[config.mk]
export PLATFORM = sky130hd
export DESIGN_NAME = two_way_cache_load_store
export DESIGN_NICKNAME = d
export VERILOG_FILES = /design/src/rtl/tcls_pkg.sv /design/src/rtl/tcls_ram.sv /design/src/rtl/two_way_cache_load_store.sv
export SDC_FILE = /design/constraint.sdc
export NUM_CORES = 2
export LEC_CHECK = 0
export BUFFER_PORTS_ARGS = -buffer_cell sky130_fd_sc_hd__buf_4
export CAP_MARGIN = 20
export CORE_MARGIN = 10
export CORE_UTILIZATION = 55
export CTS_BUF_LIST = sky130_fd_sc_hd__clkbuf_8 sky130_fd_sc_hd__clkbuf_16
export CTS_CLUSTER_DIAMETER = 120
export DETAILED_ROUTE_END_ITERATION = 10
export PLACE_DENSITY_LB_ADDON = 0.25
export SLEW_MARGIN = 10
export SYNTH_ARGS = -nofsm -noshare
export SYNTH_HDL_FRONTEND = slang
export SYNTH_MEMORY_MAX_BITS = 65536
export SYNTH_SLANG_ARGS = --single-unit
[constraint.sdc]
create_clock -name clk -period 9.82 [get_ports clk]
set_input_delay 0.491 -clock clk [delete_from_list [all_inputs] [get_ports clk]]
set_output_delay 0.491 -clock clk [all_outputs]
set_load 0.005 [all_outputs]
[src/rtl/tcls_pkg.sv]
// ----------------------------------------------------------------------------
// tcls_pkg
// Types, constants and helpers for the two-way load/store cache.
// ----------------------------------------------------------------------------
`default_nettype none

package tcls_pkg;

	localparam int SET_COUNT    = 8;
	localparam int MEMORY_WORDS = 128;
	localparam int WAYS         = 2;
	localparam int REG_COUNT    = 8;

	localparam int ADDR_W   = 7;
	localparam int REG_W    = 3;
	localparam int DATA_W   = 32;
	localparam int SET_W    = $clog2(SET_COUNT);
	localparam int TAG_W    = ADDR_W - SET_W;
	localparam int MEM_AW   = $clog2(MEMORY_WORDS);
	localparam int WAY_W    = $clog2(WAYS);

	localparam logic [DATA_W-1:0] MEM_INIT_OFFSET = DATA_W'(5);

	localparam logic OP_LOAD  = 1'b0;
	localparam logic OP_STORE = 1'b1;

	typedef struct packed {
		logic              op;
		logic [ADDR_W-1:0] word_address;
		logic [REG_W-1:0]  target_reg;
	} req_t;

	typedef struct packed {
		logic              hit;
		logic              way_used;
		logic              wrote_back;
		logic [DATA_W-1:0] load_value;
	} rsp_t;

	// word address to memory index, wrapping at the memory size
	function automatic logic [MEM_AW-1:0] mem_idx(input logic [ADDR_W-1:0] a);
		logic [ADDR_W+MEM_AW-1:0] w;
		w = {{MEM_AW{1'b0}}, a};
		return w[MEM_AW-1:0];
	endfunction

	// contents of a memory word never written since reset
	function automatic logic [DATA_W-1:0] mem_init(input logic [MEM_AW-1:0] i);
		return DATA_W'(i) + MEM_INIT_OFFSET;
	endfunction

endpackage

`default_nettype wire

[src/rtl/tcls_ram.sv]
// ----------------------------------------------------------------------------
// tcls_ram
// Generic single-write, single-read RAM with registered read data.
// ----------------------------------------------------------------------------
`default_nettype none

module tcls_ram #(
	parameter int WIDTH = 32,
	parameter int DEPTH = 128
) (
	input  wire logic                     clk,
	input  wire logic                     we,
	input  wire logic [$clog2(DEPTH)-1:0] waddr,
	input  wire logic [WIDTH-1:0]         wdata,
	input  wire logic                     re,
	input  wire logic [$clog2(DEPTH)-1:0] raddr,
	output      logic [WIDTH-1:0]         rdata
);

	logic [WIDTH-1:0] mem_q [DEPTH];

	always_ff @(posedge clk) begin
		if (we) begin
			mem_q[waddr] <= wdata;
		end
		if (re) begin
			rdata <= mem_q[raddr];
		end
	end

endmodule

`default_nettype wire

[src/rtl/two_way_cache_load_store.sv]
// ----------------------------------------------------------------------------
// two_way_cache_load_store
// Register file, 2-way LRU cache and word memory serving one load or store
// per request.
// ----------------------------------------------------------------------------
// Request channel (req_valid/req_ready/req) carries op, word address and
// target register. Response channel (rsp_valid/rsp_ready/rsp) returns hit,
// way used, write-back flag and the loaded value, one response per request,
// in order.
// Requests pass the lookup stage, then the output register. Throughput:
// one request per cycle unless stalled; the memory's one read port (read
// issued at acceptance) and one write port (write-back or store miss) set
// that figure. A read that meets a write to the same word is forwarded.
// Reset: cache lines invalid, LRU points at way 0, registers zero. Memory
// words carry a written flag, so an unwritten word reads as its address
// plus five; no clearing pass is needed and requests are taken at once.
// When rsp_ready is low a response waits in the output register; one more
// request is held in the lookup stage, then req_ready drops.
// ----------------------------------------------------------------------------
`default_nettype none

module two_way_cache_load_store
	import tcls_pkg::*;
(
	input  wire logic clk,
	input  wire logic arst_n,
	input  wire logic req_valid,
	output      logic req_ready,
	input  wire req_t req,
	output      logic rsp_valid,
	input  wire logic rsp_ready,
	output      rsp_t rsp
);

	logic              valid_s1;
	req_t              req_s1;
	logic              mvld_s1;
	logic              fwd_s1;
	logic [DATA_W-1:0] fwd_data_s1;

	logic              rsp_valid_q;
	rsp_t              rsp_q;

	logic [DATA_W-1:0]       rf_q    [REG_COUNT];
	logic [WAYS-1:0]         lvld_q  [SET_COUNT];
	logic [TAG_W-1:0]        ltag_q  [SET_COUNT][WAYS];
	logic [DATA_W-1:0]       ldata_q [SET_COUNT][WAYS];
	logic [SET_COUNT-1:0]    lru_q;
	logic [MEMORY_WORDS-1:0] mvld_q;

	logic              req_fire;
	logic              s1_fire;
	logic [DATA_W-1:0] ram_rdata;
	logic              mem_we;
	logic [MEM_AW-1:0] mem_waddr;
	logic [MEM_AW-1:0] req_idx;

	logic [SET_W-1:0]  set_c;
	logic [TAG_W-1:0]  tag_c;
	logic              hit0_c;
	logic              hit1_c;
	logic              hit_c;
	logic              hway_c;
	logic              victim_c;
	logic              is_store_c;
	logic              way_c;
	logic              wrote_c;
	logic              fill_c;
	logic [DATA_W-1:0] value_c;
	logic [DATA_W-1:0] mem_rd_c;
	logic [DATA_W-1:0] reg_rd_c;
	logic              mem_we_c;
	logic [ADDR_W-1:0] mem_waddr_c;
	logic [DATA_W-1:0] mem_wdata_c;

	assign s1_fire   = valid_s1 && (!rsp_valid_q || rsp_ready);
	assign req_ready = !valid_s1 || s1_fire;
	assign req_fire  = req_valid && req_ready;
	assign req_idx   = mem_idx(req.word_address);
	assign mem_we    = s1_fire && mem_we_c;
	assign mem_waddr = mem_idx(mem_waddr_c);
	assign rsp_valid = rsp_valid_q;
	assign rsp       = rsp_q;

	tcls_ram #(
		.WIDTH (DATA_W),
		.DEPTH (MEMORY_WORDS)
	) u_mem (
		.clk   (clk),
		.we    (mem_we),
		.waddr (mem_waddr),
		.wdata (mem_wdata_c),
		.re    (req_fire),
		.raddr (req_idx),
		.rdata (ram_rdata)
	);

	always_comb begin
		set_c      = req_s1.word_address[SET_W-1:0];
		tag_c      = req_s1.word_address[ADDR_W-1:SET_W];
		hit0_c     = lvld_q[set_c][0] && (ltag_q[set_c][0] == tag_c);
		hit1_c     = lvld_q[set_c][1] && (ltag_q[set_c][1] == tag_c);
		hit_c      = hit0_c || hit1_c;
		hway_c     = !hit0_c;
		victim_c   = lru_q[set_c];
		is_store_c = (req_s1.op == OP_STORE);
		reg_rd_c   = rf_q[req_s1.target_reg];
		if (fwd_s1) begin
			mem_rd_c = fwd_data_s1;
		end else if (mvld_s1) begin
			mem_rd_c = ram_rdata;
		end else begin
			mem_rd_c = mem_init(mem_idx(req_s1.word_address));
		end

		way_c       = 1'b0;
		wrote_c     = 1'b0;
		fill_c      = 1'b0;
		value_c     = '0;
		mem_we_c    = 1'b0;
		mem_waddr_c = req_s1.word_address;
		mem_wdata_c = reg_rd_c;
		if (!is_store_c) begin
			if (hit_c) begin
				way_c   = hway_c;
				value_c = ldata_q[set_c][hway_c];
			end else begin
				way_c   = victim_c;
				fill_c  = 1'b1;
				value_c = mem_rd_c;
				if (lvld_q[set_c][victim_c]) begin
					wrote_c     = 1'b1;
					mem_we_c    = 1'b1;
					mem_waddr_c = {ltag_q[set_c][victim_c], set_c};
					mem_wdata_c = ldata_q[set_c][victim_c];
				end
			end
		end else if (hit_c) begin
			way_c = hway_c;
		end else begin
			mem_we_c = 1'b1;
		end
	end

	// lookup stage and output register control
	always_ff @(posedge clk or negedge arst_n) begin
		if (!arst_n) begin
			valid_s1    <= 1'b0;
			fwd_s1      <= 1'b0;
			rsp_valid_q <= 1'b0;
		end else begin
			if (req_fire) begin
				valid_s1 <= 1'b1;
				fwd_s1   <= mem_we && (mem_waddr == req_idx);
			end else if (s1_fire) begin
				valid_s1 <= 1'b0;
			end
			if (s1_fire) begin
				rsp_valid_q <= 1'b1;
			end else if (rsp_ready) begin
				rsp_valid_q <= 1'b0;
			end
		end
	end

	always_ff @(posedge clk) begin
		if (req_fire) begin
			req_s1      <= req;
			mvld_s1     <= mvld_q[req_idx];
			fwd_data_s1 <= mem_wdata_c;
		end
		if (s1_fire) begin
			rsp_q.hit        <= hit_c;
			rsp_q.way_used   <= way_c;
			rsp_q.wrote_back <= wrote_c;
			rsp_q.load_value <= value_c;
		end
	end

	// architectural state with reset values
	always_ff @(posedge clk or negedge arst_n) begin
		if (!arst_n) begin
			for (int i = 0; i < REG_COUNT; i++) begin
				rf_q[i] <= '0;
			end
			for (int i = 0; i < SET_COUNT; i++) begin
				lvld_q[i] <= '0;
			end
			lru_q  <= '0;
			mvld_q <= '0;
		end else if (s1_fire) begin
			if (mem_we_c) begin
				mvld_q[mem_waddr] <= 1'b1;
			end
			if (!is_store_c) begin
				rf_q[req_s1.target_reg] <= value_c;
				lru_q[set_c]            <= !way_c;
				lvld_q[set_c][way_c]    <= 1'b1;
			end else if (hit_c) begin
				lru_q[set_c] <= !way_c;
			end
		end
	end

	// line tags and data
	always_ff @(posedge clk) begin
		if (s1_fire) begin
			if (fill_c) begin
				ltag_q[set_c][way_c]  <= tag_c;
				ldata_q[set_c][way_c] <= mem_rd_c;
			end else if (is_store_c && hit_c) begin
				ldata_q[set_c][way_c] <= reg_rd_c;
			end
		end
	end

`ifndef ASSERT_OFF
	a_no_double_hit: assert property (@(posedge clk) disable iff (!arst_n)
		valid_s1 |-> !(hit0_c && hit1_c))
		else $error("address hits in both ways");

	a_lru_after_load: assert property (@(posedge clk) disable iff (!arst_n)
		(s1_fire && !is_store_c) |=> (lru_q[$past(set_c)] != $past(way_c)))
		else $error("LRU not pointing away from the way just loaded");

	a_stage_holds: assert property (@(posedge clk) disable iff (!arst_n)
		(valid_s1 && !s1_fire) |=> (valid_s1 && $stable(req_s1)))
		else $error("lookup stage lost a stalled request");
`endif

endmodule

`default_nettype wire
# After elaboration in Yosys (flattened, before gate mapping)

Memory sizes are Yosys's and may differ from the RTL's. A register that Yosys moved wholly into a read port is not among the register bits.
Index checks and enable logic that the tools add are counted.

Register bits after elaboration: 490
RAM bits: 4672
Output and inout bits: 37
Word-level logic and storage cells: 288
Memories: 3

Add/sub/neg operators: 1
Magnitude comparators: 16
Eq/ne operators: 4
Muxes and demuxes: 137
Bitwise logic cells: 72
Reduce and logical (&&, ||, !) cells: 25

Memory list:

| name        | words | bits a word | rd ports | clocked after memory_dff | write ports | line                           | text |
|---|---|---|---|---|---|---|---|
| u_mem.mem_q | 128   | 32          | 1        | 1                        | 1           | tcls_ram.sv:20                 | `logic [WIDTH-1:0] mem_q [DEPTH];` |
| ldata_q     | 8     | 64          | 1        | 1                        | 1           | two_way_cache_load_store.sv:47 | `logic [DATA_W-1:0] ldata_q [SET_COUNT][WAYS];` |
| ltag_q      | 8     | 8           | 1        | 1                        | 1           | two_way_cache_load_store.sv:46 | `logic [TAG_W-1:0] ltag_q [SET_COUNT][WAYS];` |

Operators by type and width:

| cell                  | count |
|---|---|
| $mux W32              | 17 |
| $bwmux W256           | 1 |
| $mux W64              | 2 |
| $or A128 B128 Y128    | 1 |
| $bmux W32 S3          | 1 |
| $demux W32 S3         | 1 |
| $mux W1               | 90 |
| $or A1 B1 Y1          | 64 |
| $demux W32 S1         | 1 |
| $mux W8               | 3 |
| $mux W7               | 3 |
| $lt A7 B8 Y1 const B  | 2 |
| $mux W4               | 4 |
| $or A16 B16 Y16       | 1 |
| $logic_and A1 B1 Y1   | 13 |
| $add A7 B3 Y8 const B | 1 |
| $bwmux W8             | 1 |
| $eq A4 B4 Y1          | 2 |
| $ge A4 B4 Y1 const B  | 2 |
| $lt A4 B1 Y1 const B  | 2 |
| $not A3 Y4            | 2 |
| $bmux W1 S7           | 1 |
| $demux W1 S7          | 1 |
| $eq A7 B7 Y1          | 1 |
| other kinds (22)      | 38 |

# Depth between registers and ports, before layout

Word-level depth: 15
Mapped depth: 15
Depth with buffers taken out: 10

# By module

From an unflattened synthesis, not the netlist that was laid out.

Cells, all modules: 8891
Area total of the unflattened synthesis: 200862.6 µm²

Modules (own cells, without submodules):

| module                   | times used | cells an instance | area each (µm²) |
|---|---|---|---|
| tcls_ram                 | 1          | 5990              | 156596.4 |
| two_way_cache_load_store | 1          | 2901              | 44266.2 |

# Least setup slack after synthesis

Ideal clock, no wire load.

Kind: flip-flop to flip-flop
Start point: register (tool-made name)
End point: register fwd_data_s1[0], data pin
Setup time: 1204 ps
Arrival time: 7588 ps
Required time: 8616 ps
Slack: 1028 ps
Stages on the path, launching flop included: 13
Path buffers: 4
Clock period less this slack: 8792 ps
Path through: dfxtp_1 buf_6 buf_8 mux2i_1 mux4_2 xnor2_1 a2111o_1 a2bb2oi_4 inv_4 nor2_8 clkbuf_1 clkbuf_1 o21ai_0

RTL lines:

| element              | line                            | text |
|---|---|---|
| end signal, assigned | two_way_cache_load_store.sv:170 | `fwd_data_s1 <= mem_wdata_c;` |
| end, declared        | two_way_cache_load_store.sv:39  | `logic [DATA_W-1:0] fwd_data_s1;` |

# Worst setup path in the final report

Start point: register req_s1[5] in the netlist's numbering
End point: memory u_mem.mem_q[104][13], data pin

Cells in the longest elaborated chain, start to end: 9
Elaborated cells on any way between the ends: 18

RTL lines:

| element                                                                       | line                                                                                              | text |
|---|---|---|
| start, declared                                                               | two_way_cache_load_store.sv:36                                                                    | `req_t req_s1;` |
| start signal, assigned                                                        | two_way_cache_load_store.sv:168                                                                   | `req_s1 <= req;` |
| $bmux W1 S3 / $not A3 Y4 (equally long branches)                              | --                                                                                                |  |
| $mux W1 (not written as such) / $bmux W2 S3 (equally long branches)           | --                                                                                                |  |
| $not A1 Y2 (not written as such) / $mux W2 (equally long branches)            | two_way_cache_load_store.sv:135, two_way_cache_load_store.sv:102, two_way_cache_load_store.sv:131 |  |
| $mux W32 (not written as such) / $mux W2 (equally long branches)              | two_way_cache_load_store.sv:135, two_way_cache_load_store.sv:102, two_way_cache_load_store.sv:131 |  |
| $mux W32 (not written as such) / $mux W1 (equally long branches) (2 in a row) | two_way_cache_load_store.sv:135, two_way_cache_load_store.sv:131                                  |  |
| $mux W32                                                                      | two_way_cache_load_store.sv:131                                                                   | `if (lvld_q[set_c][victim_c]) begin` |
| $mux W32 (*)                                                                  | two_way_cache_load_store.sv:124                                                                   | `if (hit_c) begin` |
| $mux W32 (*)                                                                  | two_way_cache_load_store.sv:123                                                                   | `if (!is_store_c) begin` |
| named net mem_wdata_c[13]                                                     | two_way_cache_load_store.sv:74                                                                    | `logic [DATA_W-1:0] mem_wdata_c;` |
| end, declared                                                                 | tcls_ram.sv:20                                                                                    |  |

Mark *: on every way through the listed nets, which the timed path passes. The rest lies on a longest branch. The select of a mux whose other input is x is not followed.

==> summary.txt <==
Synth
  • Post-Syn Area per Cell: 22.58 µm²
  • Primary FF master, synth: edfxtp_1
  • Gate Count Post-Synth: between 8,000 and 9,000
  • FFs w/ async S/R, synth: 0.07908
  • Synth Area in Compound Gates: 0.02260
  • Net Count, Synth: 8,910
  • Seq cells post-synth: 5,197
  • Distinct cells, synth: between 60 and 70
  • Synth Area in XOR/XNOR: 0.0007850
  • Mux contribution to synthesized area: 0.1845
  • Sequential area share after synthesis: 0.7667
  • Main combinational cell family by area after synthesis: multiplexers
  • Adder-cell share of the synthesized area: 0.00006230
  • Mapped Area: between 0.2 and 0.25 mm²
  • EDFF count, synth: between 4,000 and 5,000
  • YS warnings: 0
  • Synth Area in Simple Gates: 0.01443

Route
  • Via density: 6.682
  • 1st-pass router iterations: 6
  • Vias: roughly 97,000
  • Antenna viol nets, final: 0
  • Routed wire length: 502,800 µm
  • Initial DRC Count: between 10,000 and 15,000
  • DRC errors left: 0
  • Avg WL per Cell: about 35 µm

Global route
  • First-pass GRT wire length: slightly above 700,000 µm
  • Largest net degree at the start of global routing: just under 200
  • Grt total ovfl: 0
  • Initial antenna violation count: 37
  • Gr usage total: 0.2554
  • Vias in the first global route: about 97,000

Placed design
  • RD Place Congestion: 0.8325
  • IO Port Bufs: 51
  • Placed inst area: roughly 0.21 mm²
  • Dpl hpwl: around 290,000 µm

Layout
  • Final Cell Area: approximately 0.23 mm²
  • Area grow syn2layout: 13.07%
  • Area of the multi-input gates: approximately 0.046 mm²
  • Final nets: slightly above 9,000
  • Filler Cells Inserted: between 20,000 and 25,000
  • Reg area: 0.1540 mm²
  • Share of layout cells above drive strength 1: 0.3083

Timing
  • RSZ-0062 raised after global routing: no
  • Min Hold Slack: around 10 ps
  • Worst slew pin tran: about 1300 ps
  • Final setup viols: 0
  • Period utilisation layout: 0.7112
  • Peak Freq: between 100 and 150 MHz
  • Setup TNS: 0 ps
  • Setup Skew: about 80 ps
  • Relative slew slack: 0.1586
  • Final hold vios: 0
  • Max-slew violation count: 0
  • Min Tclk post-route: between 6000 and 7000 ps

CTS
  • Clock buffer depth: 4
  • Skew-Pair Late Insertion Delay: 1040 ps
  • Clk slew on worst S/H paths: approximately 60 ps
  • H-tree Lvls: 6
  • CTS Buf Count: 528
  • Root buffer cell: clkbuf_16
  • TritonCTS clock tree: done
  • # clock sinks: 5,197

Critical path
  • Crit Path Category: flop to flop
  • Worst Path Max Fanout: 69
  • Setup slack, reg-to-reg: roughly 2800 ps
  • CP Capture Type: flop
  • FF-to-FF path depth: 12
  • R2R Path End: u_mem.mem_q[104][13]
  • Critical path launch point type: flop
  • Worst R2R Start: req_s1[5]
  • Worst EP required: roughly 10,000 ps
  • Worst EP arrival: around 7700 ps

Power
  • Worst vdd ir: between 0.2 and 0.25 mV
  • PwrDens: 229.7 mW/mm²
  • Static leakage: around 73 nW

Floorplan
  • Die area: 0.3897 mm²
  • Die X: 624.3 µm
  • Initial Utilization: 0.5532
  • I/O pin cnt: 52
  • Row cnt: about 220
  • Die H: 624.3 µm
  • Core area: about 0.36 mm²

Outcome
  • Outcome: complete, no violations

Min path
  • Hold WC Path Type: input pin to asynchronous set/reset pin

Flow run
  • MaxCap Viol Count: 0
[cell families (layout without fill, tap and decap cells)]
family	Yosys count	in the layout
AOI/OAI and AO/OA	690	690
adders and majority gates	1	1
muxes	1778	1778
DFF	5197	5197
other	0	20
xor gates and xnor gates	18	18
and+or+nand+nor	651	651
buffers and inverters	559	1324
[worst max path at each step]
stage | start | to | slack, ps | cells after the start
finish | req_s1[5] | u_mem.mem_q[104][13] | 2840 | 12
global route | req_s1[5] | u_mem.mem_q[104][13] | 2380 | 12
CTS | req_s1[5] | u_mem.mem_q[110][23] | 2810 | 12
detailed placement | req_s1[5] | u_mem.mem_q[34][23] | 2870 | 12
global placement | req_s1[5] | u_mem.mem_q[89][19] | 3070 | 11
floorplan | flop | fwd_data_s1[0] | 1030 | 12
[what timing repair did]
item / CTS / global route
endpoints found under the hold margin: 74 / 0
resized for setup: 0 / 0
hold buffers: 10 / 0
setup buffers: 0 / 0
[worst max-delay path: stages (launching register included)]
cell and delay, ps:
edfxtp_1 940, nor2b_1 540, a221oi_1 240, o22ai_4 220, buf_4 700, mux2i_1 350
nand2b_1 230, nor2_8 640, buf_4 760, o211ai_1 270, o21ai_4 130, buf_4 590
buf_4 720
[stage by stage]
step / power, mW / util / instances / setup WS (ps)
after floorplan: 30.72 / - / 8894 / 1028
after global placement: 32.57 / 0.5757 / 13466 / 3072
after detailed placement: 32.89 / 0.5763 / 13475 / 2869
after CTS: 52.30 / 0.6233 / 14416 / 2810
after global routing: 53.67 / 0.6254 / 14457 / 2376
final: 52.17 / 0.6255 / 14473 / 2836
[layer usage]
metal / share of wire / global-route usage / vias up
met1: 0.38 / 0.3652 / 51983
met4: 0.040 / 0.09232 / 12
li1: - / - / 38333
met5: 0.00016 / 0 / -
met2: 0.47 / 0.3886 / 5514
met3: 0.11 / 0.06446 / 864
[report_power, final]
group	leakage (nW)	switching [mW]	internal, mW
clock	8.67	8.43	11.2
combinational	15.6	4.24	1.45
sequential	49.1	0.285	26.6
total	73.3	12.9	39.2
[final cells by class]
cell class / instances / share of cell area
antenna: 20 / 0.0002204
clock buffer: 544 / 0.05960
clock inverter: 387 / 0.01510
inverter: 7 / 0.0001598
multi-input combinational: 3138 / 0.2036
sequential: 5197 / 0.6781
tap: 4794 / 0.02641
timing repair buffer: 386 / 0.01684
[registers in the layout (all words and copies together), names as in the netlist, named ones only]
signal,count
valid_s1,1
req_s1,10
ldata_q,512
mvld_q,128
rf_q,256
rsp,35
ltag_q,64
fwd_s1,1
lru_q,8
lvld_q,16
mvld_s1,1
u_mem.mem_q,4096
is_store_c,1
fwd_data_s1,32
rsp_valid,1
u_mem.rdata,32
[synth_stat cells, types with 3 or more instances]
library cell | number | area [µm²]
a31oi_1 | 6 | 37.54
a221oi_1 | 32 | 280.3
xor2_1 | 9 | 78.83
nor3b_1 | 4 | 30.03
or4b_1 | 4 | 40.04
xnor2_1 | 9 | 78.83
nand4bb_1 | 6 | 67.56
nor2_1 | 290 | 1089
edfxtp_1 | 4783 | 143600
o21ai_0 | 177 | 885.9
o21ai_1 | 4 | 20.02
nand2_1 | 212 | 795.8
a21oi_1 | 130 | 650.6
mux4_2 | 1526 | 34370
a22o_1 | 31 | 271.5
buf_2 | 33 | 165.2
mux2_2 | 114 | 1284
nor3_1 | 8 | 40.04
nand2b_1 | 12 | 75.07
dfrtp_1 | 411 | 10280
buf_6 | 6 | 67.56
dfxtp_1 | 3 | 60.06
clkbuf_1 | 385 | 1445
o21bai_2 | 6 | 67.56
nand4b_1 | 5 | 43.79
inv_1 | 4 | 15.01
nand3b_1 | 6 | 45.04
a22oi_1 | 90 | 675.7
mux2i_1 | 136 | 1361
a211oi_1 | 25 | 187.7
o21bai_1 | 138 | 1036
buf_1 | 127 | 476.7
and3_1 | 61 | 381.6
nand3_1 | 12 | 60.06
o211ai_1 | 34 | 255.2
nor4_1 | 3 | 18.77
nor2b_1 | 13 | 81.33
and2_1 | 3 | 18.77
[placed cells by master, fill, tap and decap left out, types with 31 or more instances in the layout]
master	n
mux4_2	1526
buf_12	39
clkbuf_16	537
and3_1	59
mux2_2	114
clkinv_1	90
clkinv_2	76
dfrtp_1	411
mux2i_1	136
bufinv_16	44
nand2_1	201
a22oi_1	90
o21ai_0	144
edfxtp_1	4783
a221oi_1	32
a21oi_1	130
nor2_4	141
o211ai_1	34
a22o_1	31
buf_4	312
o21bai_1	138
o21ai_4	32
inv_1	107
nor2_1	147
Power figures use the tool's default switching activity.
